`src/rtl/lvt_pkg.sv`:
```
// ----------------------------------------------------------------------------
// lvt_pkg: shared types and constants for the LRU victim tracker
// Transaction payloads, operation and status codes, cell control bundle.
// ----------------------------------------------------------------------------
package lvt_pkg;

    localparam int CAPACITY = 16;
    localparam int KEY_BITS = 16;
    localparam int CNT_W    = $clog2(CAPACITY + 1);

    localparam int KEY_W    = 16;
    localparam logic [KEY_W-1:0] KEY_MASK =
        (KEY_BITS >= KEY_W) ? {KEY_W{1'b1}} : KEY_W'((1 << KEY_BITS) - 1);

    // operation codes carried in req_t.kind
    localparam logic [1:0] OP_INSERT = 2'd0;
    localparam logic [1:0] OP_VICTIM = 2'd1;
    localparam logic [1:0] OP_ERASE  = 2'd2;

    // status codes carried in rsp_t.status
    localparam logic [1:0] ST_DONE = 2'd0;
    localparam logic [1:0] ST_NONE = 2'd1;
    localparam logic [1:0] ST_FULL = 2'd2;

    typedef struct packed {
        logic [1:0]       kind;
        logic [KEY_W-1:0] key;
    } req_t;

    typedef struct packed {
        logic [1:0]       status;
        logic [KEY_W-1:0] victim_key;
        logic [4:0]       entry_count;
    } rsp_t;

    // broadcast to every cell of the chain
    typedef struct packed {
        logic             en;
        logic [1:0]       kind;
        logic [KEY_W-1:0] key;
        logic             hit;
        logic             full;
    } cell_bcast_t;

endpackage

```
`src/rtl/lvt_cell.sv`:
```
// ----------------------------------------------------------------------------
// lvt_cell: one recency slot
// Holds a key and valid mark; shifts from either neighbor on insert/erase.
// ----------------------------------------------------------------------------
module lvt_cell
(
    input  logic                        clk,
    input  logic                        rst_n,
    input  lvt_pkg::cell_bcast_t        bcast,
    input  logic [lvt_pkg::KEY_W-1:0]   left_key,
    input  logic                        left_valid,
    input  logic [lvt_pkg::KEY_W-1:0]   right_key,
    input  logic                        right_valid,
    input  logic                        match_in,
    output logic                        match_out,
    output logic [lvt_pkg::KEY_W-1:0]   key,
    output logic                        valid,
    output logic [lvt_pkg::KEY_W-1:0]   victim_key
);

    logic [lvt_pkg::KEY_W-1:0] key_reg;
    logic [lvt_pkg::KEY_W-1:0] key_next;
    logic                      valid_reg;
    logic                      valid_next;
    logic                      my_match;

    assign my_match   = valid_reg && (key_reg == bcast.key);
    assign match_out  = match_in | my_match;
    assign key        = key_reg;
    assign valid      = valid_reg;
    // last valid slot is the least recent one
    assign victim_key = (valid_reg && !right_valid) ? key_reg : '0;

    always_comb
    begin
        key_next   = key_reg;
        valid_next = valid_reg;
        if (bcast.en)
        begin
            case (bcast.kind)
                lvt_pkg::OP_INSERT:
                begin
                    // slots up to and including the hit (or all on a miss when not full) move older
                    if ((bcast.hit || !bcast.full) && !match_in)
                    begin
                        key_next   = left_key;
                        valid_next = left_valid;
                    end
                end
                lvt_pkg::OP_VICTIM:
                begin
                    if (valid_reg && !right_valid)
                        valid_next = 1'b0;
                end
                lvt_pkg::OP_ERASE:
                begin
                    if (bcast.hit && match_out)
                    begin
                        key_next   = right_key;
                        valid_next = right_valid;
                    end
                end
                default:
                begin
                    key_next   = key_reg;
                    valid_next = valid_reg;
                end
            endcase
        end
    end

    always_ff @(posedge clk or negedge rst_n)
    begin
        if (!rst_n)
            valid_reg <= 1'b0;
        else
            valid_reg <= valid_next;
    end

    always_ff @(posedge clk)
    begin
        key_reg <= key_next;
    end

endmodule

```
`src/rtl/lru_victim_tracker_core.sv`:
```
// ----------------------------------------------------------------------------
// lru_victim_tracker_core: least-recently-used replacer over a chain of cells
// Insert/touch, take victim and erase, one transaction per cycle while out_ready is high.
// ----------------------------------------------------------------------------
// The result is registered at the edge that accepts the request.
// Throughput: 1 transaction per cycle while out_ready is high; the key compare runs in every cell
//   at once and the hit flag ripples down the cell chain, which sets the cycle time.
// in_ready stays high while the result register is empty or being drained.
// Reset (rst_n, async, active low) clears all valid marks, the count and the
//   result valid flag; slot keys and result data are left as they are.
// ----------------------------------------------------------------------------
module lru_victim_tracker_core
(
    input  logic          clk,
    input  logic          rst_n,
    input  logic          in_valid,
    output logic          in_ready,
    input  lvt_pkg::req_t in_data,
    output logic          out_valid,
    input  logic          out_ready,
    output lvt_pkg::rsp_t out_data
);

    localparam int CAP = lvt_pkg::CAPACITY;
    localparam int KW  = lvt_pkg::KEY_W;
    localparam int CW  = lvt_pkg::CNT_W;

    // Cell i holds the i-th most recent key; valid cells are always 0..count-1.
    logic [KW-1:0]         cell_key    [CAP];
    logic                  cell_valid  [CAP];
    logic [KW-1:0]         cell_victim [CAP];
    logic [CAP:0]          match_chain;

    logic                  fire;
    logic [KW-1:0]         req_key;
    logic                  hit;
    logic                  full;
    lvt_pkg::cell_bcast_t  bcast;

    logic [CW-1:0]         count_reg;
    logic [CW-1:0]         count_next;
    logic                  out_valid_reg;
    logic                  out_valid_next;
    lvt_pkg::rsp_t         out_reg;
    lvt_pkg::rsp_t         out_next;

    logic [KW-1:0]         victim_any;
    logic [1:0]            status;

    assign fire     = in_valid && in_ready;
    assign in_ready = !out_valid_reg || out_ready;
    assign req_key  = in_data.key & lvt_pkg::KEY_MASK;

    assign match_chain[0] = 1'b0;
    assign hit  = match_chain[CAP];
    assign full = (count_reg == CW'(CAP));

    assign bcast.en   = fire;
    assign bcast.kind = in_data.kind;
    assign bcast.key  = req_key;
    assign bcast.hit  = hit;
    assign bcast.full = full;

    // ------------------------------------------------------------------
    // Cell chain: cell 0 takes the new key from the left end, the far end
    // feeds an empty slot in from the right.
    // ------------------------------------------------------------------
    for (genvar i = 0; i < CAP; i++)
    begin : g_cell
        logic [KW-1:0] l_key;
        logic          l_valid;
        logic [KW-1:0] r_key;
        logic          r_valid;

        if (i == 0)
        begin : g_head
            assign l_key   = req_key;
            assign l_valid = 1'b1;
        end
        else
        begin : g_mid_l
            assign l_key   = cell_key[i-1];
            assign l_valid = cell_valid[i-1];
        end

        if (i == CAP - 1)
        begin : g_tail
            assign r_key   = '0;
            assign r_valid = 1'b0;
        end
        else
        begin : g_mid_r
            assign r_key   = cell_key[i+1];
            assign r_valid = cell_valid[i+1];
        end

        lvt_cell u_cell
        (
            .clk         (clk),
            .rst_n       (rst_n),
            .bcast       (bcast),
            .left_key    (l_key),
            .left_valid  (l_valid),
            .right_key   (r_key),
            .right_valid (r_valid),
            .match_in    (match_chain[i]),
            .match_out   (match_chain[i+1]),
            .key         (cell_key[i]),
            .valid       (cell_valid[i]),
            .victim_key  (cell_victim[i])
        );
    end

    // At most one cell reports a victim key (the last valid one).
    always_comb
    begin
        victim_any = '0;
        for (int i = 0; i < CAP; i++)
            victim_any = victim_any | cell_victim[i];
    end

    // ------------------------------------------------------------------
    // Count update and status
    // ------------------------------------------------------------------
    always_comb
    begin
        count_next = count_reg;
        status     = lvt_pkg::ST_NONE;
        case (in_data.kind)
            lvt_pkg::OP_INSERT:
            begin
                if (hit)
                    status = lvt_pkg::ST_DONE;
                else if (full)
                    status = lvt_pkg::ST_FULL;
                else
                begin
                    status     = lvt_pkg::ST_DONE;
                    count_next = count_reg + CW'(1);
                end
            end
            lvt_pkg::OP_VICTIM:
            begin
                if (count_reg != '0)
                begin
                    status     = lvt_pkg::ST_DONE;
                    count_next = count_reg - CW'(1);
                end
            end
            lvt_pkg::OP_ERASE:
            begin
                if (hit)
                begin
                    status     = lvt_pkg::ST_DONE;
                    count_next = count_reg - CW'(1);
                end
            end
            default:
            begin
                status     = lvt_pkg::ST_NONE;
                count_next = count_reg;
            end
        endcase
    end

    // ------------------------------------------------------------------
    // Result register
    // ------------------------------------------------------------------
    always_comb
    begin
        out_valid_next = out_valid_reg;
        out_next       = out_reg;
        if (fire)
        begin
            out_valid_next       = 1'b1;
            out_next.status      = status;
            out_next.victim_key  = ((in_data.kind == lvt_pkg::OP_VICTIM) &&
                                    (status == lvt_pkg::ST_DONE)) ? victim_any : '0;
            out_next.entry_count = 5'(count_next);
        end
        else if (out_ready)
            out_valid_next = 1'b0;
    end

    always_ff @(posedge clk or negedge rst_n)
    begin
        if (!rst_n)
        begin
            count_reg     <= '0;
            out_valid_reg <= 1'b0;
        end
        else
        begin
            count_reg     <= fire ? count_next : count_reg;
            out_valid_reg <= out_valid_next;
        end
    end

    always_ff @(posedge clk)
    begin
        out_reg <= out_next;
    end

    assign out_valid = out_valid_reg;
    assign out_data  = out_reg;

endmodule

```
`config.mk`:
```
export PLATFORM = sky130hd
export DESIGN_NAME = lru_victim_tracker_core
export DESIGN_NICKNAME = d
export VERILOG_FILES = /design/src/rtl/lvt_pkg.sv /design/src/rtl/lvt_cell.sv /design/src/rtl/lru_victim_tracker_core.sv
export SDC_FILE = /design/constraint.sdc
export NUM_CORES = 1
export LEC_CHECK = 0
export BUFFER_PORTS_ARGS = -buffer_cell sky130_fd_sc_hd__buf_2
export CORE_ASPECT_RATIO = 0.6
export CORE_MARGIN = 10
export CORE_UTILIZATION = 40
export DETAILED_ROUTE_END_ITERATION = 8
export PLACE_DENSITY_LB_ADDON = 0.08
export SLEW_MARGIN = 20
export SYNTH_ARGS = -nofsm -noshare
export SYNTH_HDL_FRONTEND = slang
export SYNTH_HIERARCHICAL = 1
export SYNTH_SLANG_ARGS = --single-unit
```
`constraint.sdc`:
```
create_clock -name clk -period 16.1 [get_ports clk]
set_input_delay 3.22 -clock clk [delete_from_list [all_inputs] [get_ports clk]]
set_output_delay 3.22 -clock clk [all_outputs]
set_load 0.1 [all_outputs]
```
## Word level (Yosys, flattened, before mapping)

Cells that the tools add are included.

| word-level totals | value |
|---|---|
| bits in registers | 301 |
| input port bits | 22 |
| output and inout bits | 25 |
| word-level logic and storage cells | 409 |

| cells by class | value |
|---|---|
| add/sub/neg operators | 2 |
| equality and inequality tests | 66 |
| mux-type cells | 139 |
| bitwise gates (word level) | 30 |
| reduce and logical (&&, ||, !) cells | 135 |

Operators with widths:

| kind | number |
|---|---|
| 16-bit two-way mux | 48 |
| 16-bit one-hot mux with 2 select lines | 16 |
| 16-bit == test | 16 |
| 16-bit OR | 15 |
| 2-bit by 1-bit != test with 1-bit output, second input constant | 47 |
| 5-bit AND reduction | 15 |
| 4-bit AND reduction | 17 |
| 1-bit logical AND | 63 |
| 1-bit two-way mux | 51 |
| 1-bit one-hot mux with 3 select lines | 16 |
| 1-bit logical NOT | 32 |
| 5-bit two-way mux | 4 |
| 1-bit OR | 15 |
| 5-bit one-hot mux with 3 select lines | 1 |
| 2-bit one-hot mux with 3 select lines | 1 |
| 5-bit by 1-bit adder with 5-bit output, second input constant | 1 |
| 5-bit == test, second input constant | 1 |
| 5-bit nonzero test | 1 |
| 5-bit by 1-bit subtractor with 5-bit output, second input constant | 1 |
| 2-bit logical NOT | 2 |
| 2-bit two-way mux | 2 |
| 2-bit nonzero test | 2 |
| 3-bit nonzero test | 1 |
| 2-bit by 1-bit == test with 1-bit output, second input constant | 1 |
| 2 further kinds | 3 |

## Depth between registers and ports, before layout

Gate-level depths: netlist of run 1.

| logic depth | value |
|---|---|
| depth after elaboration | 21 |
| gate-level depth with buffers | 25 |

## Modules after synthesis

The synthesis of run 1 kept the hierarchy.

By module, submodules not included:

| module | instances | cells each | area an instance (um^2) | seq. area each (um^2) |
|---|---|---|---|---|
| lvt_cell | 16 | 99 | 1168.6 | 505.5 |
| lru_victim_tracker_core | 1 | 205 | 2003.2 | 840.8 |

## Worst setup path after synthesis of run 1

Ideal clock, no wire load.

| path | value |
|---|---|
| kind | in2reg |
| start point | input port in_data[7] (netlist bit) |
| end point | register out_reg, in the netlist out_data[4], data pin |
| data arrival time | 7.969 ns |
| required time | 15.839 ns |
| slack | 7.871 ns |
| cell stages on the path | 24 |
| cell sequence | xor2_1 nor4_1 and3_1 a21o_2 a21o_2 a21o_2 a21o_2 a21o_2 a21o_2 a21o_2 a21o_2 a21o_2 a21o_2 a21o_2 a21o_2 a21o_2 a21o_2 a21o_2 a21o_2 buf_2 nor4b_1 a32oi_1 o21ai_0 nand2_1 |

| on the way | value |
|---|---|
| word-level cells in the longest chain between the ends | 19 |
| elaborated cells on any way between the ends | 50 |
| classes of those cells | eq/ne: 16; mux: 3; bitwise: 15; reduce/logical: 16 |

Ends and longest elaborated chain:

| what | line | text |
|---|---|---|
| from (decl) | lru_victim_tracker_core.sv:18 | `input lvt_pkg::req_t in_data,` |
| 16-bit == test (*) | lvt_cell.sv:27 | `assign my_match = valid_reg && (key_reg == bcast.key);` |
| 1-bit logical AND (*) | lvt_cell.sv:27 |  |
| via match_chain[1] | lru_victim_tracker_core.sv:32 | `logic [CAP:0] match_chain;` |
| 1-bit OR (*) | lvt_cell.sv:28 | `assign match_out = match_in \| my_match;` |
| via match_chain[2] | lru_victim_tracker_core.sv:32 |  |
| 1-bit OR (*) | lvt_cell.sv:28 |  |
| via match_chain[3] | lru_victim_tracker_core.sv:32 |  |
| 1-bit OR (*) | lvt_cell.sv:28 |  |
| via match_chain[4] | lru_victim_tracker_core.sv:32 |  |
| (+1 left out) | n/a |  |
| via match_chain[5] | lru_victim_tracker_core.sv:32 |  |
| (+1 left out) | n/a |  |
| via match_chain[6] | lru_victim_tracker_core.sv:32 |  |
| (+1 left out) | n/a |  |
| via match_chain[7] | lru_victim_tracker_core.sv:32 |  |
| (+1 left out) | n/a |  |
| via match_chain[8] | lru_victim_tracker_core.sv:32 |  |
| (+1 left out) | n/a |  |
| via match_chain[9] | lru_victim_tracker_core.sv:32 |  |
| (+1 left out) | n/a |  |
| via match_chain[10] | lru_victim_tracker_core.sv:32 |  |
| (+1 left out) | n/a |  |
| via match_chain[11] | lru_victim_tracker_core.sv:32 |  |
| (+1 left out) | n/a |  |
| via match_chain[12] | lru_victim_tracker_core.sv:32 |  |
| (+1 left out) | n/a |  |
| via match_chain[13] | lru_victim_tracker_core.sv:32 |  |
| (+1 left out) | n/a |  |
| via match_chain[14] | lru_victim_tracker_core.sv:32 |  |
| 1-bit OR (*) | lvt_cell.sv:28 |  |
| via match_chain[15] | lru_victim_tracker_core.sv:32 |  |
| 1-bit OR (*) | lvt_cell.sv:28 |  |
| via hit | lru_victim_tracker_core.sv:36 | `logic hit;` |
| 5-bit two-way mux (on tied branches) | lru_victim_tracker_core.sv:152, lru_victim_tracker_core.sv:132 |  |
| 5-bit one-hot mux with 3 select lines (*) | lru_victim_tracker_core.sv:129 | `case (in_data.kind)` |
| via count_next[4] | lru_victim_tracker_core.sv:41 | `logic [CW-1:0] count_next;` |
| to (signal assigned) | lru_victim_tracker_core.sv:201 | `out_reg <= out_next;` |
| to (decl) | lru_victim_tracker_core.sv:44 | `lvt_pkg::rsp_t out_reg;` |

Mark *: on every way through the listed nets, which the timed path passes. The rest lies on a longest branch.
A chain may end at the register's enable or synchronous reset.

## Worst setup path in the final report of run 1

| path | value |
|---|---|
| start point | input port in_data[1] (netlist bit) |
| end point | register g_cell[0].u_cell.key_reg, in the netlist g_cell[0].u_cell/key[11], enable pin |

| on the way | value |
|---|---|
| word-level cells in the longest chain between the ends | 20 |
| elaborated cells on any way between the ends | 52 |
| classes of those cells | eq/ne: 18; bitwise: 15; reduce/logical: 19 |

Ends and longest elaborated chain:

| what | line | text |
|---|---|---|
| 16-bit == test (*) | lvt_cell.sv:27 |  |
| 1-bit logical AND (*) | lvt_cell.sv:27 |  |
| via match_chain[1] | lru_victim_tracker_core.sv:32 |  |
| 1-bit OR (*) | lvt_cell.sv:28 |  |
| via match_chain[2] | lru_victim_tracker_core.sv:32 |  |
| 1-bit OR (*) | lvt_cell.sv:28 |  |
| via match_chain[3] | lru_victim_tracker_core.sv:32 |  |
| 1-bit OR (*) | lvt_cell.sv:28 |  |
| via match_chain[4] | lru_victim_tracker_core.sv:32 |  |
| (+1 left out) | n/a |  |
| via match_chain[5] | lru_victim_tracker_core.sv:32 |  |
| (+1 left out) | n/a |  |
| via match_chain[6] | lru_victim_tracker_core.sv:32 |  |
| (+1 left out) | n/a |  |
| via match_chain[7] | lru_victim_tracker_core.sv:32 |  |
| (+1 left out) | n/a |  |
| via match_chain[8] | lru_victim_tracker_core.sv:32 |  |
| (+1 left out) | n/a |  |
| via match_chain[9] | lru_victim_tracker_core.sv:32 |  |
| (+1 left out) | n/a |  |
| via match_chain[10] | lru_victim_tracker_core.sv:32 |  |
| (+1 left out) | n/a |  |
| via match_chain[11] | lru_victim_tracker_core.sv:32 |  |
| (+1 left out) | n/a |  |
| via match_chain[12] | lru_victim_tracker_core.sv:32 |  |
| (+1 left out) | n/a |  |
| via match_chain[13] | lru_victim_tracker_core.sv:32 |  |
| (+1 left out) | n/a |  |
| via match_chain[14] | lru_victim_tracker_core.sv:32 |  |
| 1-bit OR (*) | lvt_cell.sv:28 |  |
| via match_chain[15] | lru_victim_tracker_core.sv:32 |  |
| 1-bit OR (*) | lvt_cell.sv:28 |  |
| via hit | lru_victim_tracker_core.sv:36 |  |
| 1-bit logical AND / 1-bit logical OR (equally long branches) | lvt_cell.sv:57, lvt_cell.sv:44 |  |
| 2-bit by 1-bit != test with 1-bit output (no line) | n/a |  |
| 4-bit AND reduction (no line) (*) | n/a |  |
| to (signal assigned) | lvt_cell.sv:82 | `key_reg <= key_next;` |
| to (decl) | lvt_cell.sv:21 | `logic [lvt_pkg::KEY_W-1:0] key_reg;` |

Marked as above.

==> results of run 1 <==
[Yosys cell counts (33+ instances only)]
cell	count	area, um2
and2_1	256	1600
inv_1	37	139
nor2b_1	64	400
ha_1	66	826
a21oi_1	38	190
edfxtp_1	279	8380
nand2_1	55	206
mux2_2	257	2890
clkbuf_1	33	124
nor4_1	82	513
xor2_1	64	561
nand4_1	49	307
xnor2_1	195	1710
[worst min path at each step]
stage / endpoint / slack [ns] / from
final: out_valid / 0.56 / out_valid
after global routing: out_valid / 0.60 / out_valid
after CTS: out_valid / 0.57 / out_valid
after detailed placement: out_valid / 0.55 / out_valid
after global placement: out_valid / 0.57 / out_valid
after floorplan: g_cell[0].u_cell/valid / 0.52 / g_cell[0].u_cell/valid
[layout make-up]
cell class / count / area [um2]
Clock buffer: 33 / 783
Clock inverter: 25 / 265
Fill cell: 4794 / 28200
Inverter: 38 / 144
Multi-Input combinational cell: 1415 / 11500
Sequential cell: 301 / 8930
Tap cell: 693 / 867
Timing Repair Buffer: 69 / 410
[where the power goes]
part / internal (mW) / leakage [nW] / switching [mW]
Sequential: 0.906 / 2.81 / 0.0647
Clock: 0.433 / 0.505 / 0.330
Combinational: 0.239 / 5.01 / 0.358
Total: 1.58 / 8.32 / 0.753
[logic make-up after synthesis]
family	count (synthesis)
compound gates	169
xor+xnor	259
fa+ha+maj	66
buf+inv	93
flops	301
mux	257
other cells	2
simple gates	642
[metrics by stage]
stage	util [%]	setup WS [ns]	std cells	total power, mW	hold WS, ns
floorplan	-	7.87	1809	1.39	0.524
global placement	42.7	7.16	2515	1.57	0.568
detailed placement	42.7	7.04	2515	1.58	0.553
CTS	44.7	7.64	2573	2.35	0.567
global route	44.8	7.20	2574	2.45	0.596
finish	44.8	7.52	2574	2.33	0.556
[critical path: cells and delay by family]
kind,cells,cell delay (ns)
xor+xnor,1,0.12
simple gates,5,0.74
compound gates,17,3.76
buf+inv,3,0.95
[routing by layer]
metal | vias to the layer above | share of wire, % | global-route usage [%]
met4 | 4 | 1.6 | 3.24
li1 | 6623 | - | -
met2 | 279 | 38 | 24.0
met1 | 6866 | 56 | 29.8
met5 | - | 0.056 | 0
met3 | 56 | 4.4 | 2.75
==> summary.md, run 1 <==
| Metric | Value |
|---|---|
| IO buf count | 46 |
| Rel. slew slack | 24.2% |
| Worst Hold Class | reg -> reg |
| CTS buffer count | 31 |
| Number of synthesized flops with an enable pin | 279 |
| Largest stage delay on the critical path | 0.43 ns |
| Synth-to-Final Area Change | 10.6% |
| Minimum clock period | 8.58 ns |
| WS Path Type | in -> reg |
| XOR/XNOR share of the synthesized area | 11.0% |
| Startpoint types | primary input |
| Detail Route Antenna Nets | 0 |
| Vias in the first global route | 13700 |
| Status | finished, final reports clean |
| Post-Route WL | 57000 um |
| Overall track demand over capacity in global routing | 18.1% |
| Async SR Flop Fraction | 7.31% |
| DR pass1 iterations | 5 |
| Post-CTS resize count | 0 |
| Setup TNS | 0 ns |
| Top_reg_cell synth | edfxtp_1 |
| Compound-Gate Fraction of Synth Area | 5.98% |
| Post-synth cell types | 56 |
| Drt via density | 5.37 |
| Synthesized instance count | 1789 |
| Setup Fix Bufs, Post-CTS | 0 |
| Worst-margin pin slew | 1.14 ns |
| First-pass GRT wire length | 88000 um |
| Die W | 314 um |
| Post-Synth Simple-Gate Area | 20.0% |
| Most used cells in the layout excluding fill and tap cells | edfxtp_1 (279), mux2_2 (257), and2_1 (256) |
| Antenna cells | 0 |
| Sink Count | 301 |
| Ports | 47 |
| Final-report setup violation count | 0 |
| Worst r2r path cells | 25 |
| RR Endpoint | g_cell[0].u_cell/key[11] |
| Die area | 0.0616 mm2 |
| Hold path cells | 2 |
| Final hold violations | 0 |
| Max reg flops | 256 |
| #FFs+latches synth | 301 |
| CTS tree | yes |
| RR Startpoint | g_cell[0].u_cell/key[1] |
| Fmax | 117 MHz |
| Grt total ovfl | 0 |
| Final-report max-slew violation count | 0 |
| Leak | 8.32 nW |
| Largest family of logic cells by synthesized area | simple AND/OR/NAND/NOR gates |
| Worst path slowest cell | buf_2 |
| Netlist area before placement | 0.0207 mm2 |
| Avg Cell Area, Syn | 11.6 um2 |
| Site row count | 64 |
| Unrepaired setup endpoints after global routing | no |
| Worst clock skew | 0.0322 ns |
| Synth Area in Adders | 3.99% |
| Clock-pin slew on the worst setup and hold paths | 0.06 ns |
| Largest net degree at the start of global routing | 79 |
| Starting Density | 40.5% |
| Starting DRC count in detailed routing | 1108 |
| Worst-Skew Late Latency | 0.61 ns |
| H-tree lvl count | 1 |
| Core Box Area | 0.0511 mm2 |
| Setup crit end kind | flip-flop |
| CP required | 16.43 ns |
| Area of placed instances | 0.0218 mm2 |
| Routability cong. | 0.872 |
| Hold Buf Count CTS | 0 |
| Max Cap Viol | 0 |
| Layout cells sized above 1 | 25.5% |
| Initial antenna violation count | 3 |
| Max clock buf depth | 3 |
| CP startpoint | in_data[1] |
| Chip height | 196 um |
| Period utilisation layout | 53.3% |
| WL/cell | 22.1 um |
| DR vias | 13800 |
| Nets | 1944 |
| Design Area, Final | 0.0229 mm2 |
| DRC Markers | 0 |
| Commonest non-fill, non-tap cell in the layout | edfxtp_1 |
| Peak supply drop | 0.0000845 V |
| Critical path peak fanout | 78 |
| PwrDens | 102 mW/mm2 |
| CP arrival | 8.91 ns |
| Ys Warns | 6 |
| Post-DP HPWL | 43900 um |
| Clk root buf | clkbuf_16 |
| Most Frequent Cell on Critical Path | a21o_2 |
| CP Capture Point | g_cell[0].u_cell/key[11] |
| Post-synthesis mux area share | 14.0% |
| Sequential fraction of the synthesis area | 43.1% |
| Reg2reg setup slack | 10.09 ns |
(Power assumes the default switching activity.)
==> run 2: changes to the inputs <==
Clock period 16.1 ns to 8.1 ns, I/O delays scaled along.
==> run 2 against run 1 <==
Against the previous run: die area unchanged; cell count increased by 0.54%; sequential power increased by 99%; combinational power increased by 100%; global-route usage increased by 0.51 points; register-to-register slack got worse by 7.9 ns; total power increased by 100%; clock skew decreased by 0.0014 ns; core utilization increased by 0.28 points; critical endpoint is now g_cell[5].u_cell/key[4].
==> summary.md, run 2 (synthesis gave the netlist of run 1 again) <==
| Metric | Value |
|---|---|
| Rel. slew slack | 20.5% (-3.8 points) |
| Worst clock skew | 0.0307 ns (-0.00144 ns) |
| Seq pwr share | 41.0% (-0.7 points) |
| First-pass GRT wire length | 89400 um (+1.7%) |
| Startpoint types | primary input |
| Final-report setup violation count | 0 (unchanged) |
| Hold WS | 0.567 ns (+0.0116 ns) |
| PwrDens | 205 mW/mm2 (+100%) |
| Setup Fix Bufs, Post-CTS | 0 (unchanged) |
| Chip height | 196 um (unchanged) |
| Clk root buf | clkbuf_16 |
| Net Sw Frac | 32.6% (+0.33 points) |
| Max clock buf depth | 3 (unchanged) |
| Reg2reg setup slack | 2.24 ns (-7.85 ns) |
| Die W | 314 um (unchanged) |
| Power, Total | 4.71 mW (+100%) |
| Setup TNS | 0 ns (unchanged) |
| Minimum clock period | 6.98 ns |
| Period utilisation layout | 86.2% |
| WL/cell | 22.6 um (+2.1%) |
| Site row count | 64 (unchanged) |
| CP arrival | 7.24 ns (-1.67 ns) |
| Worst hold endpoint | out_valid |
| Die area | 0.0616 mm2 (unchanged) |
| Grt total ovfl | 0 (unchanged) |
| DRC Markers | 0 (unchanged) |
| Vias in the first global route | 14000 (+2.2%) |
| Comb pwr share | 25.5% (about the same) |
| CP required | 8.36 ns (-8.07 ns) |
| Overall track demand over capacity in global routing | 18.6% (+0.51 points) |
| Hold Buf Count CTS | 0 (unchanged) |
| Post-DP HPWL | 45000 um (+2.4%) |
| CTS tree | yes |
| Hold path cells | 2 (unchanged) |
| WS Path Type | in -> reg |
| Leak | 8.40 nW (+0.94%) |
| Starting DRC count in detailed routing | 1171 (+5.7%) |
| Detail Route Antenna Nets | 0 (unchanged) |
| Worst r2r path cells | 25 (unchanged) |
| Commonest non-fill, non-tap cell in the layout | edfxtp_1 |
| Final-report max-slew violation count | 0 (unchanged) |
| H-tree lvl count | 2 (+1) |
| Post-CTS resize count | 0 (unchanged) |
| Peak supply drop | 0.000182 V (+120%) |
| Largest net degree at the start of global routing | 68 (-14%) |
| RR Startpoint | g_cell[0].u_cell/key[12] |
| Initial antenna violation count | 4 (+1) |
| Fmax | 143 MHz |
| Max reg flops | 256 (unchanged) |
| Worst-Skew Late Latency | 0.55 ns (-0.06 ns) |
| Clock-pin slew on the worst setup and hold paths | 0.06 ns (about the same) |
| Drt via density | 5.38 (+0.17%) |
| Routability cong. | 0.834 (-4.4%) |
| Worst-margin pin slew | 1.19 ns (+0.0565 ns) |
| Nets | 1957 (+0.67%) |
| Final hold violations | 0 (unchanged) |
| Layout cells sized above 1 | 26.0% (+0.46 points) |
| Setup crit end kind | flip-flop |
| Most Frequent Cell on Critical Path | a21o_2 |
| Most used cells in the layout excluding fill and tap cells | edfxtp_1 (279), mux2_2 (257), and2_1 (256) |
| Ports | 47 (unchanged) |
| Sink Count | 301 (unchanged) |
| Worst hold start | out_valid |
| IO buf count | 46 (unchanged) |
| Post-Route WL | 58500 um (+2.7%) |
| CTS buffer count | 34 (+9.7%) |
| Core Box Area | 0.0511 mm2 (unchanged) |
| Starting Density | 40.5% (unchanged) |
| Largest stage delay on the critical path | 0.48 ns (+0.05 ns) |
| Status | finished, final reports clean |
| RR Endpoint | g_cell[5].u_cell/key[4] |
| Unrepaired setup endpoints after global routing | no |
| Clock network fraction of total power | 33.5% (+0.8 points) |
| DR vias | 13900 (+0.72%) |
| Worst Hold Class | reg -> reg |
| Max Cap Viol | 0 (unchanged) |
| Critical path peak fanout | 49 (-37%) |
| DR pass1 iterations | 5 (unchanged) |
| Worst path slowest cell | buf_2 |
| Synth-to-Final Area Change | 11.3% |
| Pint | 3.18 mW (+100%) |
| Sw power | 1.54 mW (+100%) |
-- run 2: cell types whose count changed in the layout (fill, tap and decap cells not counted), sizes merged --
cell	change
buf	+10
bufinv	-2
clkbuf	+7
clkinvlp	-2
diode	+1
-- run 2: how the worst max path moves through the flow --
| stage | start | to | slack, ns | depth (start not counted) |
|---|---|---|---|---|
| floorplan | in_data[7] | out_data[4] | 1.47 | 24 |
| global placement | in_data[12] | count_reg[2] | 0.65 | 23 |
| detailed placement | in_data[12] | g_cell[2].u_cell/key[9] | 0.55 | 25 |
| CTS | in_data[12] | count_reg[2] | 1.09 | 23 |
| global route | in_data[12] | out_data[4] | 0.88 | 25 |
| finish | in_data[12] | g_cell[5].u_cell/key[4] | 1.12 | 26 |
-- run 2: through the flow --
| step | util (%) | cell area [um2] | instances | setup slack (ns) |
|---|---|---|---|---|
| after floorplan | - | 20800 | 1809 | 1.47 |
| after CTS | 45.0 | 23000 | 2585 | 1.09 |
| after global routing | 45.1 | 23000 | 2587 | 0.877 |
| after global placement | 42.8 | 21900 | 2524 | 0.649 |
| after detailed placement | 42.8 | 21900 | 2524 | 0.549 |
| final | 45.1 | 23000 | 2588 | 1.12 |
-- run 2: layout make-up --
cell class	count	area (um2)
tap	693	867
multi-input combinational	1415	11500
clock buffer	40	895
timing repair buffer	79	498
inverter	38	144
antenna	1	2.50
sequential	301	8930
fill	4866	28000
clock inverter	21	206
-- run 2: power by group through the flow --
| stage | sequential, mW | combinational, mW | clock [mW] |
|---|---|---|---|
| 3_5_place_dp | 1.96 | 1.19 | 0 |
| 5_1_grt | 1.95 | 1.31 | 1.68 |
| 3_3_place_gp | 1.96 | 1.17 | 0 |
| 2_1_floorplan | 2.00 | 0.760 | 0 |
| 6_report | 1.93 | 1.20 | 1.58 |
| 4_1_cts | 1.93 | 1.20 | 1.63 |
-- run 2: worst max-delay path, delay by kind of cell --
kind,cells,cell delay [ns]
AOI/OAI and AO/OA,17,3.85
xor gates and xnor gates,1,0.13
buffers and inverters,3,0.93
and+or+nand+nor,5,0.67
-- run 2: layer usage --
metal	vias to the layer above	wire (um)	GRT usage, %
met1	6902	31600	29.6
met2	307	23000	25.7
li1	6662	-	-
met4	2	969	3.64
met3	54	2950	2.96
met5	-	13	0
